$ cat src/rtl/bbq_pkg.sv
// ----------------------------------------------------------------------------
// Biquad filter package
// Fixed-point widths, register indexes, operand codes and the microprogram
// of the second-order direct form II filter sequencer.
// ----------------------------------------------------------------------------
package bbq_pkg;

  localparam int SAMPLE_BITS   = 24;
  localparam int COEF_BITS     = 32;
  localparam int STATE_BITS    = 48;
  localparam int GAIN_BITS     = 40;
  localparam int COEF_FRAC     = 28;
  localparam int STATE_FRAC    = 24;
  // Wide operands are split into a low part of this many bits and a high part.
  localparam int SPLIT_BITS    = 24;
  localparam int MUL_A_BITS    = 32;
  localparam int MUL_B_BITS    = SPLIT_BITS + 1;
  localparam int PROD_BITS     = MUL_A_BITS + MUL_B_BITS;
  localparam int ACC_BITS      = 82;
  localparam int STEP_BITS     = 5;
  localparam int CFG_IDX_BITS  = 3;
  localparam int CFG_DATA_BITS = 40;

  // Configuration register indexes.
  localparam logic [CFG_IDX_BITS-1:0] REG_BYPASS = 3'd0;
  localparam logic [CFG_IDX_BITS-1:0] REG_B0     = 3'd1;
  localparam logic [CFG_IDX_BITS-1:0] REG_B1     = 3'd2;
  localparam logic [CFG_IDX_BITS-1:0] REG_B2     = 3'd3;
  localparam logic [CFG_IDX_BITS-1:0] REG_A1     = 3'd4;
  localparam logic [CFG_IDX_BITS-1:0] REG_A2     = 3'd5;
  localparam logic [CFG_IDX_BITS-1:0] REG_GAIN   = 3'd6;

  // Multiplier operand A select.
  localparam logic [2:0] A_X  = 3'd0;
  localparam logic [2:0] A_B0 = 3'd1;
  localparam logic [2:0] A_B1 = 3'd2;
  localparam logic [2:0] A_B2 = 3'd3;
  localparam logic [2:0] A_A1 = 3'd4;
  localparam logic [2:0] A_A2 = 3'd5;

  // Multiplier operand B select.
  localparam logic [2:0] B_GLO  = 3'd0;
  localparam logic [2:0] B_GHI  = 3'd1;
  localparam logic [2:0] B_D1LO = 3'd2;
  localparam logic [2:0] B_D1HI = 3'd3;
  localparam logic [2:0] B_D2LO = 3'd4;
  localparam logic [2:0] B_D2HI = 3'd5;
  localparam logic [2:0] B_WLO  = 3'd6;
  localparam logic [2:0] B_WHI  = 3'd7;

  // Jump conditions.
  localparam logic [1:0] J_NONE   = 2'd0;
  localparam logic [1:0] J_NO_PRE = 2'd1;
  localparam logic [1:0] J_BYPASS = 2'd2;

  // Named steps of the program.
  localparam logic [STEP_BITS-1:0] STEP_PRE_COMMIT = 5'd4;
  localparam logic [STEP_BITS-1:0] STEP_Y_COMMIT   = 5'd18;

  typedef struct packed {
    logic                 mul_en;
    logic [2:0]           a_sel;
    logic [2:0]           b_sel;
    logic                 acc_clr;
    logic                 acc_hi;
    logic                 acc_neg;
    logic                 load_x;
    logic                 do_pre;
    logic                 do_w;
    logic                 do_y;
    logic [1:0]           jump;
    logic [STEP_BITS-1:0] target;
  } ucode_t;

  function automatic ucode_t uop(input logic [2:0] a, input logic [2:0] b,
                                 input logic clr, input logic hi, input logic neg);
    ucode_t u;
    u         = '0;
    u.mul_en  = 1'b1;
    u.a_sel   = a;
    u.b_sel   = b;
    u.acc_clr = clr;
    u.acc_hi  = hi;
    u.acc_neg = neg;
    return u;
  endfunction

  // A product issued in one step reaches the accumulator at the end of the
  // next step, so each commit step sits two steps after the last product.
  function automatic ucode_t ucode_rom(input logic [STEP_BITS-1:0] step);
    ucode_t u;
    u = '0;
    case (step)
      5'd0: begin
        u.jump   = J_NO_PRE;
        u.target = STEP_PRE_COMMIT;
      end
      5'd1:  u = uop(A_X, B_GLO, 1'b1, 1'b0, 1'b0);
      5'd2:  u = uop(A_X, B_GHI, 1'b0, 1'b1, 1'b0);
      5'd4: begin
        u.do_pre = 1'b1;
        u.jump   = J_BYPASS;
        u.target = STEP_Y_COMMIT;
      end
      5'd5: begin
        u        = uop(A_A1, B_D1LO, 1'b0, 1'b0, 1'b1);
        u.load_x = 1'b1;
      end
      5'd6:  u = uop(A_A1, B_D1HI, 1'b0, 1'b1, 1'b1);
      5'd7:  u = uop(A_A2, B_D2LO, 1'b0, 1'b0, 1'b1);
      5'd8:  u = uop(A_A2, B_D2HI, 1'b0, 1'b1, 1'b1);
      5'd10: u.do_w = 1'b1;
      5'd11: u = uop(A_B0, B_WLO, 1'b1, 1'b0, 1'b0);
      5'd12: u = uop(A_B0, B_WHI, 1'b0, 1'b1, 1'b0);
      5'd13: u = uop(A_B1, B_D1LO, 1'b0, 1'b0, 1'b0);
      5'd14: u = uop(A_B1, B_D1HI, 1'b0, 1'b1, 1'b0);
      5'd15: u = uop(A_B2, B_D2LO, 1'b0, 1'b0, 1'b0);
      5'd16: u = uop(A_B2, B_D2HI, 1'b0, 1'b1, 1'b0);
      5'd18: u.do_y = 1'b1;
      default: u = '0;
    endcase
    return u;
  endfunction

endpackage

$ cat src/rtl/butterworth_biquad_filter.sv
// ----------------------------------------------------------------------------
// Butterworth biquad filter
// Second-order low-pass IIR in direct form II with software-loaded Q4.28
// coefficients, Q24.24 delay state and 24-bit samples, run by a microprogram.
// ----------------------------------------------------------------------------
// Usage: an input item (req_type, sample_in) is taken on in_valid/in_ready and
// one result item (sample_out, saturated) is given on out_valid/out_ready.
// Coefficients and the preload gain are written through cfg_we/cfg_index/
// cfg_data while the block is idle; a coefficient write clears both delays.
// The block works on one item at a time. A single 32x25 multiplier with a
// registered product is shared by all products: each 48-bit state value is
// split into two halves, so a filtered sample takes ten multiplier steps.
// A preload adds its own steps before the filter steps, and bypass skips the
// filter steps. in_ready is high again in the cycle out_valid rises, so a new
// item can be taken while the previous result still waits in the output
// register. If the receiver stalls and a new result is ready, the sequencer
// holds on its last step until the output register is free.
// Reset sets bypass, clears coefficients, gain and delays, and empties the
// output register.
// ----------------------------------------------------------------------------
module butterworth_biquad_filter (
  input  logic                                 clk,
  input  logic                                 rst,
  input  logic                                 cfg_we,
  input  logic [bbq_pkg::CFG_IDX_BITS-1:0]     cfg_index,
  input  logic [bbq_pkg::CFG_DATA_BITS-1:0]    cfg_data,
  input  logic                                 in_valid,
  output logic                                 in_ready,
  input  logic                                 req_type,
  input  logic signed [bbq_pkg::SAMPLE_BITS-1:0] sample_in,
  output logic                                 out_valid,
  input  logic                                 out_ready,
  output logic signed [bbq_pkg::SAMPLE_BITS-1:0] sample_out,
  output logic                                 saturated
);

  localparam int SW  = bbq_pkg::SAMPLE_BITS;
  localparam int CW  = bbq_pkg::COEF_BITS;
  localparam int DW  = bbq_pkg::STATE_BITS;
  localparam int GW  = bbq_pkg::GAIN_BITS;
  localparam int HW  = bbq_pkg::SPLIT_BITS;
  localparam int AW  = bbq_pkg::MUL_A_BITS;
  localparam int BW  = bbq_pkg::MUL_B_BITS;
  localparam int PW  = bbq_pkg::PROD_BITS;
  localparam int XW  = bbq_pkg::ACC_BITS;
  localparam int STW = bbq_pkg::STEP_BITS;
  localparam int W_SHIFT = bbq_pkg::COEF_FRAC;
  localparam int Y_SHIFT = bbq_pkg::COEF_FRAC + bbq_pkg::STATE_FRAC;

  localparam logic ST_IDLE = 1'b0;
  localparam logic ST_RUN  = 1'b1;

  localparam logic signed [XW-1:0] W_HALF = XW'(1) <<< (W_SHIFT - 1);
  localparam logic signed [XW-1:0] Y_HALF = XW'(1) <<< (Y_SHIFT - 1);
  localparam logic signed [DW-1:0] D_MAX  = {1'b0, {(DW-1){1'b1}}};
  localparam logic signed [DW-1:0] D_MIN  = {1'b1, {(DW-1){1'b0}}};
  localparam logic signed [SW-1:0] S_MAX  = {1'b0, {(SW-1){1'b1}}};
  localparam logic signed [SW-1:0] S_MIN  = {1'b1, {(SW-1){1'b0}}};

  // True when v fits in a signed value of the given width.
  function automatic logic fits(input logic signed [XW-1:0] v, input int bits);
    logic signed [XW-1:0] t;
    t = v >>> (bits - 1);
    return (t == '0) || (&t);
  endfunction

  // Configuration registers.
  logic                 bypass;
  logic signed [CW-1:0] coef_b0, coef_b1, coef_b2, coef_a1, coef_a2;
  logic [GW-1:0]        reset_gain;

  // Filter state and item registers.
  logic signed [DW-1:0] delay_first, delay_second, w_reg;
  logic                 req;
  logic signed [SW-1:0] x;
  logic                 clip;

  // Sequencer.
  logic                 state;
  logic [STW-1:0]       step, step_next;
  bbq_pkg::ucode_t      uw;
  logic                 jump_taken, pre_fire, w_fire, y_fire;

  // Datapath.
  logic signed [AW-1:0] mul_a;
  logic signed [BW-1:0] mul_b;
  logic signed [PW-1:0] prod;
  logic                 prod_en, prod_clr, prod_hi, prod_neg;
  logic signed [XW-1:0] acc, acc_base, term, acc_next;
  logic signed [XW-1:0] w_round, y_round;
  logic                 pre_fit, w_fit, y_fit;
  logic signed [DW-1:0] pre_sat, w_sat;
  logic signed [SW-1:0] y_sat;
  logic                 cfg_coef_wr;

  assign in_ready    = (state == ST_IDLE);
  assign cfg_coef_wr = cfg_we && (cfg_index == bbq_pkg::REG_B0 ||
                                  cfg_index == bbq_pkg::REG_B1 ||
                                  cfg_index == bbq_pkg::REG_B2 ||
                                  cfg_index == bbq_pkg::REG_A1 ||
                                  cfg_index == bbq_pkg::REG_A2);

  always_ff @(posedge clk) begin
    if (rst) begin
      bypass     <= 1'b1;
      coef_b0    <= '0;
      coef_b1    <= '0;
      coef_b2    <= '0;
      coef_a1    <= '0;
      coef_a2    <= '0;
      reset_gain <= '0;
    end else if (cfg_we) begin
      case (cfg_index)
        bbq_pkg::REG_BYPASS: bypass     <= cfg_data[0];
        bbq_pkg::REG_B0:     coef_b0    <= cfg_data[CW-1:0];
        bbq_pkg::REG_B1:     coef_b1    <= cfg_data[CW-1:0];
        bbq_pkg::REG_B2:     coef_b2    <= cfg_data[CW-1:0];
        bbq_pkg::REG_A1:     coef_a1    <= cfg_data[CW-1:0];
        bbq_pkg::REG_A2:     coef_a2    <= cfg_data[CW-1:0];
        bbq_pkg::REG_GAIN:   reset_gain <= cfg_data[GW-1:0];
        default: ;
      endcase
    end
  end

  // Control word and next step.
  always_comb begin
    uw         = bbq_pkg::ucode_rom(step);
    jump_taken = (uw.jump == bbq_pkg::J_NO_PRE && !req) ||
                 (uw.jump == bbq_pkg::J_BYPASS && bypass);
    step_next  = jump_taken ? uw.target : step + STW'(1);
    pre_fire   = (state == ST_RUN) && uw.do_pre && req;
    w_fire     = (state == ST_RUN) && uw.do_w;
    y_fire     = (state == ST_RUN) && uw.do_y && (!out_valid || out_ready);
  end

  // Operand selection. Low halves are unsigned, high halves carry the sign.
  always_comb begin
    case (uw.a_sel)
      bbq_pkg::A_X:  mul_a = AW'(x);
      bbq_pkg::A_B0: mul_a = AW'(coef_b0);
      bbq_pkg::A_B1: mul_a = AW'(coef_b1);
      bbq_pkg::A_B2: mul_a = AW'(coef_b2);
      bbq_pkg::A_A1: mul_a = AW'(coef_a1);
      bbq_pkg::A_A2: mul_a = AW'(coef_a2);
      default:       mul_a = '0;
    endcase
    case (uw.b_sel)
      bbq_pkg::B_GLO:  mul_b = {1'b0, reset_gain[HW-1:0]};
      bbq_pkg::B_GHI:  mul_b = BW'(reset_gain[GW-1:HW]);
      bbq_pkg::B_D1LO: mul_b = {1'b0, delay_first[HW-1:0]};
      bbq_pkg::B_D1HI: mul_b = {delay_first[DW-1], delay_first[DW-1:HW]};
      bbq_pkg::B_D2LO: mul_b = {1'b0, delay_second[HW-1:0]};
      bbq_pkg::B_D2HI: mul_b = {delay_second[DW-1], delay_second[DW-1:HW]};
      bbq_pkg::B_WLO:  mul_b = {1'b0, w_reg[HW-1:0]};
      bbq_pkg::B_WHI:  mul_b = {w_reg[DW-1], w_reg[DW-1:HW]};
      default:         mul_b = '0;
    endcase
  end

  // Accumulate, round and saturate.
  always_comb begin
    term     = prod_hi ? (XW'(prod) <<< HW) : XW'(prod);
    acc_base = prod_clr ? '0 : acc;
    acc_next = prod_neg ? (acc_base - term) : (acc_base + term);
    pre_fit  = fits(acc, DW);
    pre_sat  = pre_fit ? acc[DW-1:0] : (acc[XW-1] ? D_MIN : D_MAX);
    w_round  = (acc + W_HALF) >>> W_SHIFT;
    w_fit    = fits(w_round, DW);
    w_sat    = w_fit ? w_round[DW-1:0] : (w_round[XW-1] ? D_MIN : D_MAX);
    y_round  = (acc + Y_HALF) >>> Y_SHIFT;
    y_fit    = fits(y_round, SW);
    y_sat    = y_fit ? y_round[SW-1:0] : (y_round[XW-1] ? S_MIN : S_MAX);
  end

  // Multiplier stage: the accumulate controls travel with the product.
  always_ff @(posedge clk) begin
    prod     <= mul_a * mul_b;
    prod_clr <= uw.acc_clr;
    prod_hi  <= uw.acc_hi;
    prod_neg <= uw.acc_neg;
    if (state == ST_RUN && uw.load_x) begin
      acc <= XW'(x) <<< Y_SHIFT;
    end else if (prod_en) begin
      acc <= acc_next;
    end
    if (w_fire) begin
      w_reg <= w_sat;
    end
  end

  always_ff @(posedge clk) begin
    if (rst) begin
      delay_first  <= '0;
      delay_second <= '0;
    end else if (cfg_coef_wr) begin
      delay_first  <= '0;
      delay_second <= '0;
    end else if (pre_fire) begin
      delay_first  <= pre_sat;
      delay_second <= pre_sat;
    end else if (y_fire && !bypass) begin
      delay_second <= delay_first;
      delay_first  <= w_reg;
    end
  end

  always_ff @(posedge clk) begin
    if (rst) begin
      state     <= ST_IDLE;
      step      <= '0;
      prod_en   <= 1'b0;
      out_valid <= 1'b0;
    end else begin
      prod_en <= (state == ST_RUN) && uw.mul_en;
      // A new result may only load when the output register is empty or
      // being emptied in this cycle.
      if (y_fire) begin
        out_valid <= 1'b1;
      end else if (out_ready) begin
        out_valid <= 1'b0;
      end
      case (state)
        ST_IDLE: begin
          if (in_valid) begin
            state <= ST_RUN;
            step  <= '0;
          end
        end
        ST_RUN: begin
          if (uw.do_y) begin
            if (y_fire) begin
              state <= ST_IDLE;
            end
          end else begin
            step <= step_next;
          end
        end
        default: state <= ST_IDLE;
      endcase
    end
  end

  // Item and result payload registers.
  always_ff @(posedge clk) begin
    if (in_valid && in_ready) begin
      req  <= req_type;
      x    <= sample_in;
      clip <= 1'b0;
    end else if (pre_fire) begin
      clip <= clip | !pre_fit;
    end else if (w_fire) begin
      clip <= clip | !w_fit;
    end
    if (y_fire) begin
      sample_out <= bypass ? x : y_sat;
      saturated  <= bypass ? clip : (clip | !y_fit);
    end
  end

endmodule

$ cat config.mk
export PLATFORM = sky130hd
export DESIGN_NAME = butterworth_biquad_filter
export DESIGN_NICKNAME = d
export VERILOG_FILES = /design/src/rtl/bbq_pkg.sv /design/src/rtl/butterworth_biquad_filter.sv
export SDC_FILE = /design/constraint.sdc
export NUM_CORES = 2
export LEC_CHECK = 0
export ABC_AREA = 1
export BUFFER_PORTS_ARGS = -buffer_cell sky130_fd_sc_hd__buf_2
export CAP_MARGIN = 25
export CORE_MARGIN = 2
export CORE_UTILIZATION = 50
export DETAILED_ROUTE_END_ITERATION = 16
export PLACE_DENSITY = 0.73
export SYNTH_ARGS = -nofsm -noshare
export SYNTH_HDL_FRONTEND = slang
export SYNTH_SLANG_ARGS = --single-unit
$ cat constraint.sdc
create_clock -name clk -period 13.3 [get_ports clk]
set_input_delay 1.33 -clock clk [delete_from_list [all_inputs] [get_ports clk]]
set_output_delay 1.33 -clock clk [all_outputs]
set_load 0.01 [all_outputs]
# Word-level counts from Yosys, hierarchy flattened
# Index checks and enable logic that the tools add are counted.
dict set report word_totals {
  register_bits 546
  input_bits 73
  output_inout_bits 27
  elab_cells 158
}
dict set report op_classes {
  add_sub_neg 5
  mul 1
  n_eq_ne 37
  mux 36
  n_bitwise 4
  reduce_logical 50
}
# operator count
set op_table {}
lappend op_table {{$mux W48} 8}
lappend op_table {{$mux W82} 4}
lappend op_table {{$logic_not A82 Y1} 3}
lappend op_table {{$pmux W25 S8} 1}
lappend op_table {{$pmux W32 S6} 1}
lappend op_table {{$pmux W11 S12} 1}
lappend op_table {{$add A82 B29 Y82 const B} 1}
lappend op_table {{$add A82 B53 Y82 const B} 1}
lappend op_table {{$add A82 B81 Y82} 1}
lappend op_table {{$sub A82 B81 Y82} 1}
lappend op_table {{$mux W80} 1}
lappend op_table {{$mux W24} 3}
lappend op_table {{$mul A32 B25 Y57} 1}
lappend op_table {{$eq A5 B4 Y1 const B} 7}
lappend op_table {{$reduce_and A35 Y1} 1}
lappend op_table {{$eq A3 B3 Y1 const B} 9}
lappend op_table {{$eq A5 B3 Y1 const B} 4}
lappend op_table {{$eq A3 B2 Y1 const B} 6}
lappend op_table {{$reduce_and A2 Y1} 8}
lappend op_table {{$mux W5} 3}
lappend op_table {{$pmux W7 S2} 1}
lappend op_table {{$reduce_and A7 Y1} 2}
lappend op_table {{$logic_and A1 B1 Y1} 12}
lappend op_table {{$mux W1} 11}
lappend op_table {{other kinds (18)} 42}

# Longest topological paths before layout
dict set report logic_depth {
  word_depth 8
  mapped_depth 46
  ltp_nobuf 44
}

# Least setup slack after synthesis
# OpenSTA, ideal clock, no wires.
dict set report synth_timing {
  kind {register to register}
  start {register step[0]}
  end {register prod[52]}
  setup_ps 119
  arrival_time_ps 7781
  required_ps 13181
  setup_slack_ps 5400
  path_stages_with_launch 38
  n_path_buf 2
  synth_period_minus_slack_ps 7900
  path_cell_list {dfxtp_1 > inv_1 > ha_1 > nand2_4 > inv_2 > nand2_2 > nand2_4 > nor3_4 > nand2_2 > inv_2 > buf_4 > nand2_1 > o21ai_2 > nor2_1 > nand2_2 > inv_2 > buf_6 > nor2_1 > (+2 left out) > inv_1 > fa_1 > inv_1 > fa_1 > fa_1 > fa_1 > fa_1 > ha_1 > nand2_1 > nor2_1 > inv_1 > nor2_1 > inv_1 > nor2_1 > nand3_1 > nand3_1 > a21oi_1 > xnor2_1}
}
dict set report synth_via {
  elab_chain_len 5
  word_cells_on_any_way 30
  cone_classes {mul (1); eq/ne (24); mux (3); reduce/logical (2)}
}
# item line_no
set synth_rtl {}
lappend synth_rtl {{from (decl)} butterworth_biquad_filter.sv:80} ;# logic [STW-1:0] step, step_next;
lappend synth_rtl {{from (signal assigned)} butterworth_biquad_filter.sv:236} ;# step <= step_next;
lappend synth_rtl {{$eq A5 B5 Y1, or another cell as far along} bbq_pkg.sv:93} ;# case (step)
lappend synth_rtl {{$pmux W11 S12 *} bbq_pkg.sv:93}
lappend synth_rtl {{$eq A3 B3 Y1, or another cell as far along} butterworth_biquad_filter.sv:148} ;# case (uw.b_sel)
lappend synth_rtl {{$pmux W25 S8 / $pmux W32 S6 (equally long branches)} {butterworth_biquad_filter.sv:148, butterworth_biquad_filter.sv:139}}
lappend synth_rtl {{$mul A32 B25 Y57 *} butterworth_biquad_filter.sv:178} ;# prod <= mul_a * mul_b;
lappend synth_rtl {{to (signal assigned)} butterworth_biquad_filter.sv:178}
lappend synth_rtl {{to (decl)} butterworth_biquad_filter.sv:87} ;# logic signed [PW-1:0] prod;
# Every way passes the cells marked *; elsewhere a longest branch is shown, timed or not.
# A chain may end at the register's enable or synchronous reset.

# Worst setup path after layout
dict set report layout_timing {
  start {register step[0]}
  end {register prod[42]}
}
# Same word-level chain as after synthesis.

==> impl_metrics.csv <==
group,metric,value,unit
clock_tree,cts_buffers,66,
logic_synthesis,syn_area_per_cell,7.17,um^2
clock_tree,clockBufferDepth,3,
setup_path,worst-r2r-cell-count,34,
sta,timing.slew.headroom,22.9,%
logic_synthesis,synth.mux.area_fraction,0,%
setup_path,cp-end-kind,"flip-flop",
status,status,"finished, final reports clean",
global_routing,first_global_vias,63214,
drt,dr_wl_met2,130,mm
finish,regMostFlops,"acc",
clock_tree,cts_tree,"yes",
logic_synthesis,synth-xor-area-share,2.99,%
floorplanning,initial_core_util,50.4,%
setup_path,cp_slowest_cell,"fa_1",
drt,route.detailed.drc,0,
finish,nets,9986,
finish,largest_reg_flops,82,
finish,reg_top3,"acc (82), prod (57)",
logic_synthesis,synth-simple-area-share,25.9,%
sta,finalSetupViolCount,0,
placement,routabilityCongestion,1.11,
global_routing,grt_start_max_net_pins,109,
logic_synthesis,synth_adder_area_share,30.3,%
worst_hold_path,hold_path_class,"flip-flop to flip-flop",
logic_synthesis,seq_area_frac_synth,19.0,%
logic_synthesis,synth_top_area_share,25.5,%
logic_synthesis,netlist_instances,8974,
clock_tree,clock-sinks,546,
logic_synthesis,ys.flop_type,"dfxtp_1",
clock_tree,cts_root_buffer,"clkbuf_16",
clock_tree,post_cts_resized,0,
pwr,max-vdd-ir-drop,0.178,mV
finish,area_delta_synth_final,6.06,%
sta,finalMaxSlewViolations,0,
placement,dp_slack,2.34,ns
setup_path,path_delay_family,"adder cells",
sta,hold-worst-slack,0.448,ns
finish,drive_above_1_share,5.20,%
drt,dr_wl_met3,32.3,mm
placement,post-dp-hpwl,241,mm
sta,final_hold_viol_count,0,
job,drv_cap,0,
clock_tree,cts_setup_buffers,0,
floorplanning,dieArea,0.132,mm^2
sta,rsz0062_at_grt,"no",
setup_path,crit_cells,34,
drt,topRoutingLayerUsed,"met5",
global_routing,gr-total-overflow,0,
drt,antenna_left,0,
setup_path,cp-endpoint,"prod[42]",
logic_synthesis,synth_edf_count,128,
floorplanning,ios,100,
logic_synthesis,yosysTopAreaCell,"fa_1",
logic_synthesis,synthTopCellsByArea,"fa_1 26%, dfxtp_1 13%, nand2_1 9.8%",
finish,seqCellArea,0.0122,mm^2
logic_synthesis,synthArstFlopShare,0,%
setup_path,cpMostUsedCell,"inv_1",
setup_path,r2r_start,"step[0]",
floorplanning,row_count,131,
logic_synthesis,syn_nets,10111,
logic_synthesis,netlist_area,0.0643,mm^2
setup_path,cp.required,13.91,ns
drt,m1WireLength,103,mm
setup_path,critical_path.startpoint,"step[0]",
drt,wl,302,mm
logic_synthesis,synth_top_family_by_area,"adder cells",
floorplanning,die_w,363,um
setup_path,ff2ff_setup_slack,2.19,ns
drt,vias,63325,
sta,setup_slack,2.19,ns
drt,routedWlPerCell,28.6,um
setup_path,path_class,"flip-flop to flip-flop",
setup_path,slowest_delay,1.03,ns
clock_tree,clkTransAtPathRegs,0.07,ns
global_routing,antenna_found_initial,14,
pwr,power.leakage,32.7,nW
setup_path,reg2reg_to,"prod[42]",
floorplanning,die_h,363,um
setup_path,critPathBufInv,10,
clock_tree,clock_latency,0.70,ns
global_routing,grt_pass1_wl,433,mm
drt,first_iter_violations,7844,
finish,final.fill_count,12605,
setup_path,setup.worst_path.start_class,"flip-flop",
drt,vias_per_cell,5.99,
logic_synthesis,synth_most_common_cell,"nand2_1",
floorplanning,core-area,0.128,mm^2
logic_synthesis,yosys-top-cells-count,"1680 x nand2_1, 1475 x inv_1, 1389 x nor2_1, 820 x fa_1, 628 x nand3_1",
logic_synthesis,synth-seq-cells,546,
sta,fin_crit,11.11,ns
global_routing,gr-usage-all-layers,45.8,%
pwr,powerDensity,247,mW/mm^2
clock_tree,hold_buffers,0,
logic_synthesis,yosys_warnings,0,
sta,worst_pin_slew,1.16,ns
logic_synthesis,synth-compound-area-share,10.1,%
sta,fmax,90.0,MHz
logic_synthesis,synth_cell_types,63,
finish,multi_input_area,0.0447,mm^2
pwr,total_power,0.0168,W
sta,skew,0.0430,ns
clock_tree,htreeDepth,3,
drt,firstDrtPassIters,9,
sta,post-route-period-util,83.6,%
sta,finalSetupTns,0,ns
placement,port_buffers,99,
setup_path,crit_fanout,28,
setup_path,worstPathArrival,11.73,ns
finish,final_util,53.5,%
tightest hold or removal path, stage by stage (launching register included):
cell     delay, ns
dfxtp_1       0.30
inv_1         0.05
a21oi_1       0.05
layout make-up:
type                    count  share of cell area (%)
well taps                1662                    3.05
repair buffers            190                    1.76
inverters                1532                    8.43
flip-flops and latches    546                    17.9
multi-input cells        6513                    65.5
clock inverters            31                   0.594
clock buffers              90                    2.74
diodes                      7                  0.0257
cell families (layout without fill, tap and decap cells):
logic type      Yosys count  count (layout)
other cells               0               7
simple gates           3991            3991
flops                   546             546
xor+xnor                220             220
fa+ha+maj              1064            1064
buf+inv                1915            1843
compound gates         1238            1238
placed cells by master (no fill, tap or decap), types with 20 or more instances in the layout:
master / instances
nor2_1: 1385
nand3_1: 625
edfxtp_1: 128
clkbuf_16: 67
o21bai_1: 20
xnor2_1: 69
o21ai_0: 583
nor3_1: 69
inv_2: 55
fa_1: 820
dfxtp_1: 416
ha_1: 244
inv_1: 1472
xor2_1: 151
nand2_1: 1678
a21oi_1: 508
buf_4: 88
nand4_1: 76
buf_2: 100
nand2_2: 24
o22ai_1: 37
how the worst min path moves through the flow:
stage | startpoint | endpoint | slack [ns] | depth (start not counted)
after CTS | coef_b2[17] | coef_b2[17] | 0.45 | 2
after detailed placement | coef_b2[22] | coef_b2[22] | 0.44 | 2
after floorplan | coef_b2[10] | coef_b2[10] | 0.42 | 2
after global placement | coef_b2[16] | coef_b2[16] | 0.43 | 2
final | coef_b1[13] | coef_b1[13] | 0.45 | 2
after global routing | coef_b1[16] | coef_b1[16] | 0.47 | 2
stage by stage:
| stage | instance area [um^2] | instances |
|---|---|---|
| floorplan | 64300 | 8974 |
| global placement | 65900 | 10439 |
| detailed placement | 65900 | 10441 |
| CTS | 68200 | 10562 |
| global route | 68200 | 10564 |
| finish | 68200 | 10571 |
power breakdown:
| group | switching (W) | internal, W |
|---|---|---|
| clock network | 0.000842 | 0.00109 |
| logic | 0.00865 | 0.00388 |
| registers | 0.000391 | 0.00198 |
metal layers:
metal | vias to the layer above | global-route usage, %
li1 | 27657 | -
met1 | 30237 | 51.8
met2 | 4209 | 70.6
met3 | 1208 | 11.9
met4 | 14 | 43.0
met5 | - | 0
No activity file was read; power rests on OpenSTA's default activity.
